**src/sv/kdlq_ram.sv**
```systemverilog
`default_nettype none

module kdlq_ram #(
    parameter int WIDTH = 8,
    parameter int DEPTH = 16
) (
    input  wire                                         clk,
    input  wire                                         wr_en,
    input  wire  [((DEPTH > 1) ? $clog2(DEPTH) : 1)-1:0] wr_addr,
    input  wire  [WIDTH-1:0]                            wr_data,
    input  wire                                         rd_en,
    input  wire  [((DEPTH > 1) ? $clog2(DEPTH) : 1)-1:0] rd_addr,
    output logic [WIDTH-1:0]                            rd_data
);

    logic [WIDTH-1:0] mem [DEPTH];

    always_ff @(posedge clk)
    begin
        if (wr_en)
        begin
            mem[wr_addr] <= wr_data;
        end
    end

    always_ff @(posedge clk)
    begin
        if (rd_en)
        begin
            rd_data <= mem[rd_addr];
        end
    end

endmodule

`default_nettype wire

```
**config.mk**
```make
export PLATFORM = sky130hd
export DESIGN_NAME = kdlq_ram
export DESIGN_NICKNAME = d
export VERILOG_FILES = /design/src/sv/kdlq_ram.sv
export SDC_FILE = /design/constraint.sdc
export NUM_CORES = 1
export LEC_CHECK = 0
export BUFFER_PORTS_ARGS = -buffer_cell sky130_fd_sc_hd__buf_2
export CORE_MARGIN = 2
export CORE_UTILIZATION = 37
export DETAILED_ROUTE_END_ITERATION = 10
export GPL_ROUTABILITY_DRIVEN = 0
export PLACE_DENSITY = 0.49
export SETUP_SLACK_MARGIN = 0.15
export SLEW_MARGIN = 25
export SYNTH_ARGS = -nofsm -noshare
export SYNTH_HDL_FRONTEND = slang
export SYNTH_SLANG_ARGS = --single-unit
export TNS_END_PERCENT = 20
```
**constraint.sdc**
```tcl
create_clock -name clk -period 2.7 [get_ports clk]
set_clock_uncertainty 0.05 [all_clocks]
set_input_delay 0.54 -clock clk [delete_from_list [all_inputs] [get_ports clk]]
set_output_delay 0.54 -clock clk [all_outputs]
set_load 0.1 [all_outputs]
```
* Yosys cells after proc, flatten, opt, wreduce, memory -nomap -nowiden
Memories as Yosys holds them, arrays and structs flattened. A register that Yosys moved wholly into a read port is not among the register bits.
Cells that the tools add are included.
** Word-level totals
- Flip-flop bits (word level) :: 0
- Bits in writable memories :: 128
- Input bits :: 19
- Logic and storage cells :: 3
- Memories kept :: 1
** Cells by class
- Muxes and demuxes :: 2
** Memories
- mem :: words 16, width 8, rd ports 1, clocked after memory_dff 1, wr ports 1, RTL line 16 : logic [WIDTH-1:0] mem [DEPTH];
** Operator list (number)
- $mux W1 :: 2

* Longest topological paths before layout
- Word-level depth :: 2
- Gate-level depth with buffers :: 5
- Depth with buffers taken out :: 3

* Worst setup path after synthesis
OpenSTA, ideal clock, no wires.
- Path kind :: input -> register
- Start point :: in wr_addr[2] (netlist bit)
- End point :: mem mem[0][0], enable pin
- Setup time :: 0.383 ns
- Arrival :: 1.650 ns
- Path slack :: 0.617 ns
- Stages on the path :: 2
- Cell sequence :: or3b_2 -> nor3_1
** RTL lines
- from (decl) :: RTL line 9 : input wire [((DEPTH > 1) ? $clog2(DEPTH) : 1)-1:0] wr_addr,
- to (decl) :: RTL line 16
Straight into the memory's write port.

* Worst setup path in the final report
- Start point :: reg rd_data[3] (read register of mem)
- End point :: out rd_data[3]
** RTL lines
- from (decl) :: RTL line 13 : output logic [WIDTH-1:0] rd_data
No word-level cell between the ends.

==> results.sh <==
export IMPL_clock_latency_ns=0.41
export IMPL_power_density_nw_per_um2=775
export IMPL_placed_area_um2=5690
export IMPL_dp_cells=448
export IMPL_overflow=0
export IMPL_postCtsSetupBuffers=0
export IMPL_synth_ff_type="edfxtp_1"
export IMPL_maxSlewViolCount=0
export IMPL_crit_chain="buf_2"
export IMPL_final_antenna_net_count=0
export IMPL_synth_common_cells="edfxtp_1 (136), mux4_2 (18), a22oi_1 (16)"
export IMPL_vdd_ir_drop_max_v=0.000401
export IMPL_critical_path_max_stage_delay_ns=0.44
export IMPL_yosysSeqAreaShare=0.781
export IMPL_final_area_um2=6260
export IMPL_grt_usage=0.156
export IMPL_syn2layout_area_growth_pct=19.7
export IMPL_layout_drive_gt1_share=0.320
export IMPL_final_period_utilization=0.668
export IMPL_num_vias=2449
export IMPL_synth_top_area_frac=0.781
export IMPL_fin_tns_setup_ns=0
export IMPL_arrival_ns=1.21
export IMPL_synth_edff_count=136
export IMPL_setup_viol=0
export IMPL_ys_ff_latch=136
export IMPL_synthTopCellsByArea="edfxtp_1 (78%), mux4_2 (7.8%), mux4_1 (7.0%)"
export IMPL_rsz0062_at_grt="false"
export IMPL_crit_buf_inv=1
export IMPL_ios=27
export IMPL_fp_dieArea_um2=15100
export IMPL_post_cts_resize_count=0
export IMPL_relSlewSlack=0.672
export IMPL_post_drt_wl_per_cell_um=21.8
export IMPL_slowest_stage="buf_2"
export IMPL_netlist_instances=229
export IMPL_worstHoldStart="rd_en"
export IMPL_r2r_start="mem[6][4]"
export IMPL_fin_nets=306
export IMPL_final_cells=480
export IMPL_synth_nets=248
export IMPL_min_period_ns=1.80
export IMPL_cp_max_fo=1
export IMPL_yosysWarnings=0
export IMPL_synth_most_common_cell="edfxtp_1"
export IMPL_first_iter_violations=233
export IMPL_cpLargestDelayFamily="buffers and inverters"
export IMPL_r2r_slack_ns=1.09
export IMPL_avgViaCountPerCell=5.10
export IMPL_p_leak_uw=0.00211
export IMPL_dr_pass1_iters=4
export IMPL_antenna_cells=0
export IMPL_yosys_area_top_type="edfxtp_1"
export IMPL_fp_dieH_um=123
export IMPL_max_freq_mhz=554
export IMPL_hold_viol_final=0
export IMPL_initial_core_util=0.378
export IMPL_htreeDepth=4
export IMPL_wl_um=10400
export IMPL_endpoint_kind="output pin"
export IMPL_timing_hold_ws_ns=0.466
export IMPL_worstMarginPinSlew_ns=0.496
export IMPL_crit_required_ns=2.11
export IMPL_critPathKind="flip-flop to output pin"
export IMPL_antenna_found_initial=0
export IMPL_num_rows=43
export IMPL_grt_max_degree=23
export IMPL_core_um2=13800
export IMPL_worstHoldEndpoint="rd_data[0]"
export IMPL_clkTransAtPathRegs_ns=0.06
export IMPL_clkSinkCount=136
export IMPL_startpoint_type="flip-flop"
export IMPL_clock_root_buffer="clkbuf_16"
export IMPL_cts_tree="yes"
export IMPL_rr_worst_depth=3
export IMPL_synth_async_sr_flop_share=0
export IMPL_syn_area_um2=5230
export IMPL_die_w_um=123
export IMPL_yosys_cell_types_count=18
export IMPL_outcome="complete, no violations"
export IMPL_holdCritPathClass="input port to flip-flop"
export IMPL_grt_pass1_vias=2593
export IMPL_hpwl_um=6860
export IMPL_min_path_cells=1
export IMPL_cap_violations=0
export IMPL_cts_made_buffers=17
export IMPL_drc=0
export IMPL_worst_r2r_endpoint="rd_data[4]"
export IMPL_grt_pass1_wl_um=15900
export IMPL_syn_avg_cell_area_um2=22.8
export IMPL_max_clock_path_buffers=2
export IMPL_numPortBuffers=26
export IMPL_cts_hold_buf=0
-- cell families (layout without fill, tap and decap cells) --
group                  Yosys count  count (layout)  share of synthesized area
multiplexers                    32              32                      0.148
flip-flops                     136             136                      0.781
AND/OR/NAND/NOR                 35              35                     0.0314
AO/OA/AOI/OAI                   16              16                     0.0230
buffers and inverters           10              81                     0.0165
-- final cells by class --
| class | instances | area, µm² |
|---|---|---|
| clock buffers | 17 | 425 |
| clock inverters | 15 | 136 |
| fillers | 1185 | 7570 |
| multi-input cells | 83 | 1060 |
| flip-flops and latches | 136 | 4080 |
| well taps | 180 | 225 |
| repair buffers | 49 | 328 |
-- report_power, final --
part	internal [µW]	switching (µW)	leakage [µW]	total, µW
Combinational	95.3	199	0.000604	294
Clock	1340	822	0.000272	2160
Sequential	2380	12.1	0.00124	2390
-- worst max path at each step --
stage	start	endpoint	slack [ns]	cells past startpoint
after floorplan	wr_addr[2]	mem[0][0]	0.62	2
after global placement	rd_addr[0]	rd_data[4]	0.40	5
after detailed placement	rd_addr[0]	rd_data[4]	0.42	5
after CTS	rd_data[3]	rd_data[3]	0.86	1
after global routing	rd_addr[0]	rd_data[3]	0.83	5
final	rd_data[3]	rd_data[3]	0.90	1
-- flip-flops by register name, summed over array words and instances (netlist names) --
name     count
mem        128
rd_data      8
-- stage by stage --
step                setup slack [ns]   util  total power (µW)
global placement               0.395  0.412              2730
global route                   0.831  0.452              5020
detailed placement             0.420  0.412              2740
floorplan                      0.617      -              2630
CTS                            0.859  0.452              4890
finish                         0.896  0.452              4850
-- layout by cell type (no fill, tap or decap), drive strengths merged --
cell	count
nor2b	1
and2	1
clkinvlp	2
nand3	1
clkbuf	17
nand3b	2
nor2	13
or3b	1
edfxtp	136
nand2b	2
clkinv	11
and2b	1
a22oi	16
buf	49
mux4	32
nand2	9
nor3	4
bufinv	2
-- layer usage --
layer / GRT usage / wire, µm
met1: 0.205 / 4670
met2: 0.249 / 5250
met3: 0.0428 / 430
met4: 0.0582 / 97
met5: 0 / 0
Power figures use the tool's default switching activity.
