<file path="src/sv/kdlq_pkg.sv">
`default_nettype none

package kdlq_pkg;

    localparam int CMD_W       = 3;
    localparam int KEY_W       = 10;
    localparam int ST_W        = 2;
    localparam int CNT_W       = 11;
    localparam int LOG_W       = KEY_W + 1;
    localparam int IN_TDATA_W  = 16;
    localparam int OUT_TDATA_W = 48;

    localparam logic [CMD_W-1:0] CMD_ADD_FRONT  = 3'd0;
    localparam logic [CMD_W-1:0] CMD_ADD_REAR   = 3'd1;
    localparam logic [CMD_W-1:0] CMD_REMOVE     = 3'd2;
    localparam logic [CMD_W-1:0] CMD_LOG_ADD    = 3'd3;
    localparam logic [CMD_W-1:0] CMD_LOG_REMOVE = 3'd4;
    localparam logic [CMD_W-1:0] CMD_SYNC       = 3'd5;

    localparam logic [ST_W-1:0] ST_OK      = 2'd0;
    localparam logic [ST_W-1:0] ST_PRESENT = 2'd1;
    localparam logic [ST_W-1:0] ST_ABSENT  = 2'd2;
    localparam logic [ST_W-1:0] ST_FULL    = 2'd3;

    // Write strobes from the link update logic to the node memories.
    typedef struct packed {
        logic present_we;
        logic present_bit;
        logic prev_we;
        logic next_we;
    } kdlq_wr_t;

endpackage

`default_nettype wire

</file>
<file path="src/sv/kdlq_link_op.sv">
`default_nettype none

module kdlq_link_op
    import kdlq_pkg::*;
#(
    parameter int ENTRIES = 1024
) (
    input  wire  [KEY_W-1:0]                 key,
    input  wire                              is_remove,
    input  wire                              to_front,
    input  wire                              present_rd,
    input  wire  [$clog2(ENTRIES)-1:0]       prev_rd,
    input  wire  [$clog2(ENTRIES)-1:0]       next_rd,
    input  wire  [$clog2(ENTRIES)-1:0]       head,
    input  wire  [$clog2(ENTRIES)-1:0]       tail,
    input  wire  [$clog2(ENTRIES+1)-1:0]     count,
    output logic [ST_W-1:0]                  status,
    output kdlq_wr_t                         wr,
    output logic [$clog2(ENTRIES)-1:0]       prev_waddr,
    output logic [$clog2(ENTRIES)-1:0]       prev_wdata,
    output logic [$clog2(ENTRIES)-1:0]       next_waddr,
    output logic [$clog2(ENTRIES)-1:0]       next_wdata,
    output logic [$clog2(ENTRIES)-1:0]       head_next,
    output logic [$clog2(ENTRIES)-1:0]       tail_next,
    output logic [$clog2(ENTRIES+1)-1:0]     count_next
);

    localparam int AW = $clog2(ENTRIES);
    localparam int CW = $clog2(ENTRIES + 1);

    logic          key_ok;
    logic [AW-1:0] k;

    assign key_ok = (32'(key) < ENTRIES);
    assign k      = AW'(key);

    // The self links of a node added at one end are never read before they are
    // overwritten, so each add needs only one write per link memory.
    always_comb
    begin
        status     = ST_OK;
        wr         = '0;
        prev_waddr = k;
        prev_wdata = k;
        next_waddr = k;
        next_wdata = k;
        head_next  = head;
        tail_next  = tail;
        count_next = count;
        if (!key_ok)
        begin
            status = ST_ABSENT;
        end
        else if (!is_remove)
        begin
            if (present_rd)
            begin
                status = ST_PRESENT;
            end
            else
            begin
                wr.present_we  = 1'b1;
                wr.present_bit = 1'b1;
                wr.prev_we     = 1'b1;
                wr.next_we     = 1'b1;
                count_next     = count + CW'(1);
                if (count == '0)
                begin
                    head_next = k;
                    tail_next = k;
                end
                else if (to_front)
                begin
                    next_wdata = head;
                    prev_waddr = head;
                    head_next  = k;
                end
                else
                begin
                    prev_wdata = tail;
                    next_waddr = tail;
                    tail_next  = k;
                end
            end
        end
        else
        begin
            if (!present_rd)
            begin
                status = ST_ABSENT;
            end
            else
            begin
                wr.present_we  = 1'b1;
                wr.present_bit = 1'b0;
                if (count != '0)
                begin
                    count_next = count - CW'(1);
                end
                if (count <= CW'(1))
                begin
                    head_next = '0;
                    tail_next = '0;
                end
                else if (k == head)
                begin
                    head_next = next_rd;
                end
                else if (k == tail)
                begin
                    tail_next = prev_rd;
                end
                else
                begin
                    // Unlink from the middle: the neighbors point past this node.
                    wr.next_we = 1'b1;
                    next_waddr = prev_rd;
                    next_wdata = next_rd;
                    wr.prev_we = 1'b1;
                    prev_waddr = next_rd;
                    prev_wdata = prev_rd;
                end
            end
        end
    end

endmodule

`default_nettype wire

</file>
<file path="config.mk">
export PLATFORM = sky130hd
export DESIGN_NAME = kdlq_link_op
export DESIGN_NICKNAME = d
export VERILOG_FILES = /design/src/sv/kdlq_pkg.sv /design/src/sv/kdlq_link_op.sv
export SDC_FILE = /design/constraint.sdc
export NUM_CORES = 1
export LEC_CHECK = 0
export BUFFER_PORTS_ARGS = -buffer_cell sky130_fd_sc_hd__buf_2
export CAP_MARGIN = 30
export CORE_UTILIZATION = 41
export DETAILED_ROUTE_END_ITERATION = 10
export GPL_TIMING_DRIVEN = 0
export PLACE_DENSITY = 0.84
export SLEW_MARGIN = 30
export SYNTH_ARGS = -nofsm -noshare
export SYNTH_HDL_FRONTEND = slang
export SYNTH_SLANG_ARGS = --single-unit
</file>
<file path="constraint.sdc">
create_clock -name vclk -period 2.4
set_input_delay 0.48 -clock vclk [all_inputs]
set_output_delay 0.48 -clock vclk [all_outputs]
set_load 0.05 [all_outputs]
</file>
==> results of run 1 <==
kinds of logic after synthesis:
family	after synthesis
xor gates and xnor gates	29
and+or+nand+nor	91
adders and majority gates	7
buffers and inverters	69
muxes	14
AOI/OAI and AO/OA	93
per-stage QoR:
step,utilization [%],instance area [µm²],setup TNS [ns],hold slack [ns],worst slack (ns)
floorplan,-,2920,-13.11,1.08,-0.319
global placement,71.5,3650,-44.33,1.38,-0.793
detailed placement,71.5,3650,-45.43,1.39,-0.800
==> parameters.txt, run 1 <==
Parameter                              Value

Floorplanning
  Vertical die dimension    74.8 µm
  Number of top-level design ports    141
  Number of core rows    26
  Starting utilization of the core area    42.6%
  Chip width    74.8 µm

Yosys
  Complex-gate fraction of the synthesized area    34.6%
  Sequential element share of the synthesized area    0%
  Most common cell in the synthesized netlist    sky130_fd_sc_hd__buf_4
  Area share of the largest cell type after synthesis    11.4%
  Count of cell types in the netlist    51
  Mapped Nets    374
  Top cell types by occurrence after synthesis    sky130_fd_sc_hd__buf_4 (24), sky130_fd_sc_hd__o221a_1 (22), sky130_fd_sc_hd__a21oi_1 (19)
  Top cells by area, synth    sky130_fd_sc_hd__o221a_1 (11%), sky130_fd_sc_hd__buf_4 (8.3%), sky130_fd_sc_hd__xor2_1 (6.9%), sky130_fd_sc_hd__mux2i_1 (5.5%), sky130_fd_sc_hd__xnor2_1 (4.8%)
  Xor and xnor fraction of the mapped netlist area    11.7%
  Post-synthesis simple-gate area fraction    25.1%
  Share of synthesized area spent on multiplexers    6.91%
  Syn Area/Cell    7.17 µm²
  Cells after synthesis    303
  Mapped cell area    0.00217 mm²
  Combinational family with the most area after synthesis    compound AO/OA/AOI/OAI gates
  Synth Area in Adders    4.03%
  Number of warnings reported in the yosys synthesis log    0
  Area leader, netlist    sky130_fd_sc_hd__o221a_1

Clock tree
  Postcts setup bufs    35
  Post-cts repair resize count    296
  # hold bufs at CTS    0

Outcome
  Error text reported by the tool    [ERROR DPL-0033] detailed placement checks failed during check placement.
  Result of the run    did not finish
  Last stage reached    clock tree synthesis

Placed design
  Placed Cells incl. Taps    502
  # port buffers    129
  Placed wire-length estimate after detailed placement    6900 µm
  GP Congestion    0.915
==> run 2: changes to the inputs <==
--- a/config.mk
+++ b/config.mk
@@ -7,10 +7,10 @@
 export LEC_CHECK = 0
 export BUFFER_PORTS_ARGS = -buffer_cell sky130_fd_sc_hd__buf_2
 export CAP_MARGIN = 30
-export CORE_UTILIZATION = 41
+export CORE_UTILIZATION = 28
 export DETAILED_ROUTE_END_ITERATION = 10
 export GPL_TIMING_DRIVEN = 0
-export PLACE_DENSITY = 0.84
+export PLACE_DENSITY_LB_ADDON = 0.15
 export SLEW_MARGIN = 30
 export SYNTH_ARGS = -nofsm -noshare
 export SYNTH_HDL_FRONTEND = slang
==> constraint.sdc (replaced) <==
create_clock -name vclk -period 3.1
set_input_delay 0.62 -clock vclk [all_inputs]
set_output_delay 0.62 -clock vclk [all_outputs]
set_load 0.05 [all_outputs]
==> parameters.txt, run 2 <==
Parameter                              Value

Outcome
  Result of the run    finished with violations
  Violations in the final reports    setup timing

Pwr
  Maximum resistive drop on vdd    110 µV
  Pleak    0.00180 µW
  Pwr Density    245 mW/mm²

Global route
  Overall fraction of global-route tracks in use    22.1%
  Largest net degree at the start of global routing    12
  Wire length of the first global-routing pass    15000 µm
  Congestion Overflow GR    0
  Initial antenna violation count    0
  Via count of the first global-routing pass    2828

Layout
  Number of nets in the layout    521
  Leading cell types in the layout, fill and taps excluded    sky130_fd_sc_hd__buf_2 (64), sky130_fd_sc_hd__buf_4 (52), sky130_fd_sc_hd__buf_6 (40), sky130_fd_sc_hd__buf_8 (19), sky130_fd_sc_hd__o221a_4 (17)
  Final sequential cell count    0
  Final Cell Area    0.00421 mm²
  Share of layout cells above drive strength 1    64.3%
  Commonest non-fill, non-tap cell in the layout    sky130_fd_sc_hd__buf_2
  Register cell area after layout    0 µm²
  Multi-input combinational cell area    0.00240 mm²
  Util after Layout    57.1%
  Layout overhead on the synthesized area    93.8%
  Antenna diodes    0
  Count of fill cells added during filler insertion    683
  Clkbuf count    0

Critical path
  Crit path arrival time    2.52 ns
  CP max FO    5
  WS Path Type    in2out
  Type of element capturing the critical path    output port
  Critical Path RT    2.48 ns
  Startpoint type of the worst setup path    primary input

Yosys
  Sequential element share of the synthesized area    0% (unchanged)
  Syn Area/Cell    7.17 µm² (unchanged)
  Most common cell in the synthesized netlist    sky130_fd_sc_hd__buf_4
  Number of warnings reported in the yosys synthesis log    0 (unchanged)
  Top cells by area, synth    sky130_fd_sc_hd__o221a_1 (11%), sky130_fd_sc_hd__buf_4 (8.3%), sky130_fd_sc_hd__xor2_1 (6.9%), sky130_fd_sc_hd__mux2i_1 (5.5%), sky130_fd_sc_hd__xnor2_1 (4.8%)
  Mapped cell area    0.00217 mm² (unchanged)
  Count of cell types in the netlist    51 (unchanged)
  Area share of the largest cell type after synthesis    11.4% (unchanged)
  Mapped Nets    374 (unchanged)
  Top cell types by occurrence after synthesis    sky130_fd_sc_hd__buf_4 (24), sky130_fd_sc_hd__o221a_1 (22), sky130_fd_sc_hd__a21oi_1 (19)
  Cells after synthesis    303 (unchanged)
  Area leader, netlist    sky130_fd_sc_hd__o221a_1

Floorplanning
  Area of the die    0.00812 mm²
  Number of core rows    31 (+19%)
  Starting utilization of the core area    29.5% (-13 points)
  Chip width    90.1 µm (+20%)
  Core ar.    0.00737 mm²
  Number of top-level design ports    141 (unchanged)
  Vertical die dimension    90.1 µm (+20%)

Hold path
  Path class of the lowest-slack min-delay path    in2out
  Worst hold stages    3

Detailed routing
  Remaining DRCs    0
  Aggregate routed wire length    10100 µm
  Routed vias    3042
  Drt pass-1 iters    4
  Average vias per placed instance    5.56
  DRC marker count from the first detailed-route iteration    132
  Routed length per placed instance    18.4 µm
  Number of antenna-violating nets in the routed design    0

Timing
  Crit share post-route    101%
  Hold Vio Cnt, Final    0
  Final total negative setup slack    -0.140 ns
  Post-layout min period    3.14 ns
  Final worst-path setup slack    -0.0420 ns
  Maximum clock frequency    318 MHz
  Number of pins with negative max-slew slack in the final report    0
  Setup violators final    13
  Least-Margin Pin Slew    0.587 ns
  Worst slew margin relative to its limit    60.9%
  RSZ-0062 raised after global routing    yes

Placed design
  # port buffers    129 (unchanged)
  GP Congestion    0.861 (-5.9%)
  Post-DP Area    0.00312 mm² (-15%)
  Placed wire-length estimate after detailed placement    7020 µm (+1.8%)

Flow run
  Max-Cap Viols    0
run 2: worst max-delay path: stages:
cell and delay [ns]:
sky130_fd_sc_hd__buf_8 0.11, sky130_fd_sc_hd__xor2_2 0.17, sky130_fd_sc_hd__nor4_2 0.29, sky130_fd_sc_hd__nand4_1 0.15
sky130_fd_sc_hd__nor3b_4 0.20, sky130_fd_sc_hd__buf_6 0.13, sky130_fd_sc_hd__mux2_4 0.32, sky130_fd_sc_hd__o221a_4 0.27
sky130_fd_sc_hd__buf_6 0.12, sky130_fd_sc_hd__buf_8 0.14
run 2: layer usage:
| layer | routed length, µm | vias up | track usage (%) |
|---|---|---|---|
| met5 | 0 | - | 0 |
| li1 | - | 1434 | - |
| met4 | 48 | 0 | 1.75 |
| met3 | 535 | 8 | 1.86 |
| met2 | 5140 | 129 | 40.5 |
| met1 | 4330 | 1471 | 29.0 |
run 2: final timing paths:
path,from,to,slack (ns)
max,tail[7],prev_waddr[0],-0.04
min,count[7],count_next[7],1.61
run 2: where the power goes:
group	internal, µW	total [µW]	leakage, µW	switching (µW)
combinational	400	1030	0.00180	632
sequential	0	0	0	0
clock	0	0	0	0
run 2: final cells by class:
type | count | share of cell area (%)
buffer | 50 | 11.0
inverter | 16 | 1.52
multi-input combinational | 236 | 57.1
tap | 99 | 2.94
timing repair buffer | 146 | 27.4
run 2: cells by family (layout without fill, tap and decap cells):
| group | Yosys count | in the layout | share of synthesized area, % |
|---|---|---|---|
| muxes | 14 | 16 | 6.91 |
| adders and majority gates | 7 | 7 | 4.03 |
| xor gates and xnor gates | 29 | 29 | 11.7 |
| and+or+nand+nor | 91 | 91 | 25.1 |
| AOI/OAI and AO/OA | 93 | 93 | 34.6 |
| buffers and inverters | 69 | 212 | 17.7 |
run 2: repair_timing:
item / CTS / global route
hold endpoints to repair: 0 / 0
endpoints found under the setup margin: 68 / 71
cloned: 2 / 1
setup buffers: 8 / 8
pin swaps: 20 / 31
gates resized for setup: 117 / 140
hold buffers: 0 / 0
run 2: through the flow:
stage               cells  worst slack [ns]  hold WS (ns)  power [µW]
floorplan             303           -0.0498          1.42         618
global placement      531            -0.531          1.62         807
detailed placement    531            -0.517          1.62         809
CTS                   540            -0.171          1.65         920
global route          547            -0.107          1.63        1070
finish                547           -0.0420          1.61        1030
No activity file was read; power rests on OpenSTA's default activity.
==> run 3: changes to the inputs <==
--- a/config.mk
+++ b/config.mk
@@ -9,7 +9,6 @@
 export CAP_MARGIN = 30
 export CORE_UTILIZATION = 28
 export DETAILED_ROUTE_END_ITERATION = 10
-export GPL_TIMING_DRIVEN = 0
 export PLACE_DENSITY_LB_ADDON = 0.15
 export SLEW_MARGIN = 30
 export SYNTH_ARGS = -nofsm -noshare
==> parameters.txt, run 3 (synthesized netlist as in run 2, its figures left out) <==
Parameter                              Value

Timing
  Hold Vio Cnt, Final    0 (unchanged)
  Crit share post-route    100% (-1.1 points)
  Worst slew margin relative to its limit    68.3% (+7.5 points)
  Maximum clock frequency    322 MHz (+1.1%)
  Number of pins with negative max-slew slack in the final report    0 (unchanged)
  Final total negative setup slack    -0.0139 ns (+0.126 ns)
  Setup violators final    2 (-11)
  RSZ-0062 raised after global routing    yes
  Final worst-path setup slack    -0.00710 ns (+0.0349 ns)
  Least-Margin Pin Slew    0.475 ns (-0.112 ns)
  Post-layout min period    3.11 ns (-0.0349 ns)

Pwr
  Maximum resistive drop on vdd    99.0 µV (-10%)
  Share of total power in combinational logic    100.0% (about the same)
  Net switching share of the total power    61.8% (+0.58 points)
  Pwr Density    236 mW/mm² (-3.7%)
  Sequential cell fraction of total power    0% (unchanged)
  Pleak    0.00188 µW (+4.4%)
  Design internal power    388 µW (-3.2%)
  Clock power share    0% (unchanged)
  Net switching power    627 µW (-0.74%)

Critical path
  Largest incremental delay on the critical path    0.38 ns (+0.06 ns)
  Cells along the critical path    buf_2 -> buf_6 -> xnor2_2 -> nand4_1 -> nor4_4 -> buf_6 -> nor3b_4 -> nand2_4 -> clkbuf_16 -> o221a_4 -> buf_8
  Startpoint type of the worst setup path    primary input
  Type of element capturing the critical path    output port
  CP max FO    7 (+2)
  WS Path Type    in2out
  Crit path arrival time    2.49 ns (-0.03 ns)
  Critical path's slowest cell    sky130_fd_sc_hd__nor3b_4
  Most repeated library cell on the critical path    sky130_fd_sc_hd__buf_6
  Critical Path RT    2.48 ns (about the same)

Floorplanning
  Chip width    90.1 µm (unchanged)
  Area of the die    0.00812 mm² (unchanged)
  Vertical die dimension    90.1 µm (unchanged)
  Number of top-level design ports    141 (unchanged)
  Core ar.    0.00737 mm² (unchanged)
  Number of core rows    31 (unchanged)
  Starting utilization of the core area    29.5% (unchanged)

Detailed routing
  Met1 Wirelength    4050 µm (-6.4%)
  Routed length per placed instance    17.3 µm (-6.1%)
  Average vias per placed instance    5.44 (-2.1%)
  Number of antenna-violating nets in the routed design    0 (unchanged)
  Routed vias    3059 (+0.56%)
  Aggregate routed wire length    9700 µm (-3.5%)
  Remaining DRCs    0 (unchanged)
  DRC marker count from the first detailed-route iteration    197 (+49%)
  Routed length on met2    4870 µm (-5.1%)
  Wire length on met3    577 µm (+7.9%)
  Drt pass-1 iters    4 (unchanged)
  Top layer used by detailed routing    met4

Global route
  Wire length of the first global-routing pass    14200 µm (-4.8%)
  Overall fraction of global-route tracks in use    20.7% (-1.4 points)
  Initial antenna violation count    0 (unchanged)
  Via count of the first global-routing pass    2939 (+3.9%)
  Congestion Overflow GR    0 (unchanged)
  Largest net degree at the start of global routing    21 (+9)

Hold path
  Path class of the lowest-slack min-delay path    in2out

Layout
  Register cell area after layout    0 µm² (unchanged)
  Count of fill cells added during filler insertion    672 (-1.6%)
  Antenna diodes    0 (unchanged)
  Final sequential cell count    0 (unchanged)
  Final Cell Area    0.00430 mm² (+2.1%)
  Commonest non-fill, non-tap cell in the layout    sky130_fd_sc_hd__buf_2
  Multi-input combinational cell area    0.00241 mm² (+0.10%)
  Leading cell types in the layout, fill and taps excluded    sky130_fd_sc_hd__buf_2 (84), sky130_fd_sc_hd__buf_4 (60), sky130_fd_sc_hd__buf_6 (53), sky130_fd_sc_hd__o221a_4 (17)
  Share of layout cells above drive strength 1    65.4% (+1.2 points)
  Layout overhead on the synthesized area    97.8%
  Number of nets in the layout    536 (+2.9%)
  Non-filler instance count after layout    562 (+2.7%)
  Clkbuf count    0 (unchanged)

Flow run
  Max-Cap Viols    0 (unchanged)

Placed design
  Placed wire-length estimate after detailed placement    7060 µm (+0.56%)
  # port buffers    141 (+9.3%)
  Placed Cells incl. Taps    551 (+3.8%)
  Post-DP Area    0.00338 mm² (+8.3%)
  GP Congestion    0.831 (-3.5%)

Outcome
  Result of the run    finished with violations
  Violations in the final reports    setup timing
[run 3: cell count changes in the layout (fill, tap and decap cells not counted), moves of 4 or more]
cell / delta
sky130_fd_sc_hd__buf_2: +20
sky130_fd_sc_hd__buf_8: -10
sky130_fd_sc_hd__buf_4: +8
sky130_fd_sc_hd__clkbuf_4: -8
sky130_fd_sc_hd__nor3_2: +4
sky130_fd_sc_hd__nor3_1: -4
sky130_fd_sc_hd__buf_6: +13
sky130_fd_sc_hd__clkbuf_2: -8
[run 3: final timing paths]
kind | start | end | slack [ns] | cells after the start
min | count[7] | count_next[7] | 1.61 | 3
max | key[2] | next_waddr[7] | -0.007 | 11
[run 3: per-stage QoR]
step           setup WS [ns]  hold slack (ns)  util, %  total power (µW)
2_1_floorplan        -0.0498             1.42        -               618
3_3_place_gp          -0.159             1.62     45.9               816
3_5_place_dp          -0.134             1.63     45.9               818
4_1_cts              -0.0213             1.63     48.5               869
5_1_grt              -0.0781             1.63     58.3              1050
6_report            -0.00710             1.61     58.3              1010
[run 3: layout make-up]
type	count	share of cell area [%]
repair buffers	211	39.7
multi-input cells	236	56.0
inverters	16	1.40
well taps	99	2.88
[run 3: layer usage]
metal | track usage, % | up-vias
met5 | 0 | -
met4 | 4.03 | 0
met3 | 2.12 | 19
met2 | 37.2 | 143
met1 | 26.6 | 1443
li1 | - | 1454
[run 3: critical path: cells and delay by family]
family | cells | cell delay, ns
AO/OA/AOI/OAI | 1 | 0.28
XOR/XNOR | 1 | 0.12
buffers and inverters | 5 | 0.74
AND/OR/NAND/NOR | 4 | 0.73
[run 3: timing repair]
action | 4_1_cts | 5_1_grt
endpoints found under the setup margin | 57 | 65
gates resized for setup | 55 | 145
hold buffers | 0 | 0
cloned | 2 | 1
pin swaps | 1 | 41
setup buffers | 1 | 9
[run 3: power by group through the flow]
stage          clock, µW  combinational, µW  sequential [µW]
4_1_cts                0                869                0
2_1_floorplan          0                618                0
3_3_place_gp           0                816                0
6_report               0               1010                0
3_5_place_dp           0                818                0
5_1_grt                0               1050                0
==> run 4: changes to the inputs <==
==> constraint.sdc (replaced) <==
create_clock -name vclk -period 3.4
set_input_delay 0.68 -clock vclk [all_inputs]
set_output_delay 0.68 -clock vclk [all_outputs]
set_load 0.05 [all_outputs]
==> parameters.txt, run 4 (synthesized netlist as in run 2, its figures left out) <==
Parameter                              Value

Global route
  Via count of the first global-routing pass    2707 (-7.9%)
  Congestion Overflow GR    0 (unchanged)
  Initial antenna violation count    0 (unchanged)
  Overall fraction of global-route tracks in use    19.4% (-1.3 points)
  Wire length of the first global-routing pass    13400 µm (-6.2%)
  Largest net degree at the start of global routing    31 (+48%)

Timing
  Least-Margin Pin Slew    0.420 ns (-0.0551 ns)
  Post-layout min period    3.31 ns
  Maximum clock frequency    302 MHz
  Final worst-path setup slack    0.0909 ns (+0.0980 ns)
  Hold Vio Cnt, Final    0 (unchanged)
  Crit share post-route    97.3%
  Worst slew margin relative to its limit    71.9% (+3.5 points)
  Setup violators final    0 (-2)
  Number of pins with negative max-slew slack in the final report    0 (unchanged)
  RSZ-0062 raised after global routing    yes
  Post-route worst hold slack    1.74 ns (+0.124 ns)

Layout
  Number of nets in the layout    493 (-8.0%)
  Layout overhead on the synthesized area    39.0%
  Share of layout cells above drive strength 1    50.2% (-15 points)
  Final sequential cell count    0 (unchanged)
  Commonest non-fill, non-tap cell in the layout    sky130_fd_sc_hd__buf_2
  Count of fill cells added during filler insertion    817 (+22%)
  Leading cell types in the layout, fill and taps excluded    sky130_fd_sc_hd__buf_2 (132), sky130_fd_sc_hd__buf_4 (30), sky130_fd_sc_hd__a21oi_1 (19), sky130_fd_sc_hd__xor2_1 (17), sky130_fd_sc_hd__inv_1 (15)
  Antenna diodes    0 (unchanged)
  Multi-input combinational cell area    0.00189 mm² (-21%)
  Register cell area after layout    0 µm² (unchanged)
  Clkbuf count    0 (unchanged)

Critical path
  Crit path arrival time    2.63 ns (+0.14 ns)
  WS Path Type    in2out
  CP max FO    10 (+3)
  Startpoint type of the worst setup path    primary input
  Critical Path RT    2.72 ns (+0.24 ns)
  Type of element capturing the critical path    output port

Flow run
  Max-Cap Viols    0 (unchanged)

Hold path
  Path class of the lowest-slack min-delay path    in2out
  Worst hold stages    3 (unchanged)

Pwr
  Pwr Density    233 mW/mm² (-1.3%)
  Pleak    0.00135 µW (-28%)
  Maximum resistive drop on vdd    95.6 µV (-3.4%)

Detailed routing
  Routed length per placed instance    15.9 µm (-7.8%)
  Remaining DRCs    0 (unchanged)
  Routed vias    2776 (-9.3%)
  Number of antenna-violating nets in the routed design    0 (unchanged)
  Average vias per placed instance    5.35 (-1.7%)
  DRC marker count from the first detailed-route iteration    192 (-2.5%)
  Aggregate routed wire length    8250 µm (-15%)
  Drt pass-1 iters    4 (unchanged)

Placed design
  # port buffers    141 (unchanged)
  Post-Place Worst Slack    -0.0896 ns (+0.0439 ns)
  Placed wire-length estimate after detailed placement    6600 µm (-6.6%)
  GP Congestion    0.842 (+1.4%)

Floorplanning
  Core ar.    0.00737 mm² (unchanged)
  Vertical die dimension    90.1 µm (unchanged)
  Area of the die    0.00812 mm² (unchanged)
  Chip width    90.1 µm (unchanged)
  Number of top-level design ports    141 (unchanged)
  Number of core rows    31 (unchanged)
  Starting utilization of the core area    29.5% (unchanged)

Outcome
  Result of the run    finished, final reports clean

Clock tree
  # hold bufs at CTS    0 (unchanged)
-- run 4: changes by cell type in the layout (fill, tap and decap cells not counted), moves of 6 or more --
cell and delta:
sky130_fd_sc_hd__o221a_2 +9, sky130_fd_sc_hd__a221oi_1 +6, sky130_fd_sc_hd__buf_2 +48, sky130_fd_sc_hd__a21oi_2 -8, sky130_fd_sc_hd__xor2_2 -7, sky130_fd_sc_hd__buf_8 -9
sky130_fd_sc_hd__o221a_1 +8, sky130_fd_sc_hd__buf_6 -53, sky130_fd_sc_hd__clkbuf_4 +8, sky130_fd_sc_hd__a21oi_1 +8, sky130_fd_sc_hd__xor2_1 +9, sky130_fd_sc_hd__o221a_4 -17
sky130_fd_sc_hd__buf_4 -30
-- run 4: final cells by class --
class                      instances  share of cell area, %
multi-input combinational        234                   62.6
tap                               99                   4.10
timing repair buffer             170                   31.3
inverter                          16                   1.99
-- run 4: critical path: stages --
cell and delay (ns):
sky130_fd_sc_hd__buf_2 0.15, sky130_fd_sc_hd__xor2_1 0.17, sky130_fd_sc_hd__nor4_2 0.31, sky130_fd_sc_hd__nand4_1 0.20, sky130_fd_sc_hd__nor3b_4 0.23, sky130_fd_sc_hd__mux2_4 0.37, sky130_fd_sc_hd__o221a_1 0.29, sky130_fd_sc_hd__clkbuf_4 0.22
-- run 4: metrics by stage --
stage | std cells | total power [µW] | utilization (%) | setup TNS [ns] | cell area [µm²]
after global routing | 519 | 740 | 41.0 | -0.0371 | 3020
after CTS | 519 | 698 | 40.4 | 0 | 2980
after global placement | 518 | 695 | 40.2 | -1.47 | 2960
after floorplan | 303 | 545 | - | -0.0107 | 2250
after detailed placement | 518 | 694 | 40.2 | -1.95 | 2960
final | 519 | 704 | 41.0 | 0 | 3020
-- run 4: layer usage --
metal | routed length [µm] | track usage (%)
met1 | 3780 | 25.5
met2 | 3890 | 34.5
met3 | 501 | 2.03
met4 | 81 | 2.96
met5 | 0 | 0
-- run 4: path summary, 6_finish.rpt --
path	end	start	slack, ns
worst min-delay path	count_next[6]	count[6]	1.74
worst max-delay path	next_waddr[5]	key[0]	0.09
-- run 4: power by group --
| group | total [µW] | internal [µW] | switching, µW |
|---|---|---|---|
| logic | 704 | 199 | 504 |
| clock network | 0 | 0 | 0 |
| registers | 0 | 0 | 0 |
| total | 704 | 199 | 504 |
-- run 4: timing repair --
| action | in CTS | in global routing |
|---|---|---|
| endpoints found under the setup margin | 36 | 52 |
| buffers inserted | 1 | 0 |
| cloned | 0 | 0 |
| resized for setup | 2 | 14 |
| pin swaps | 1 | 3 |
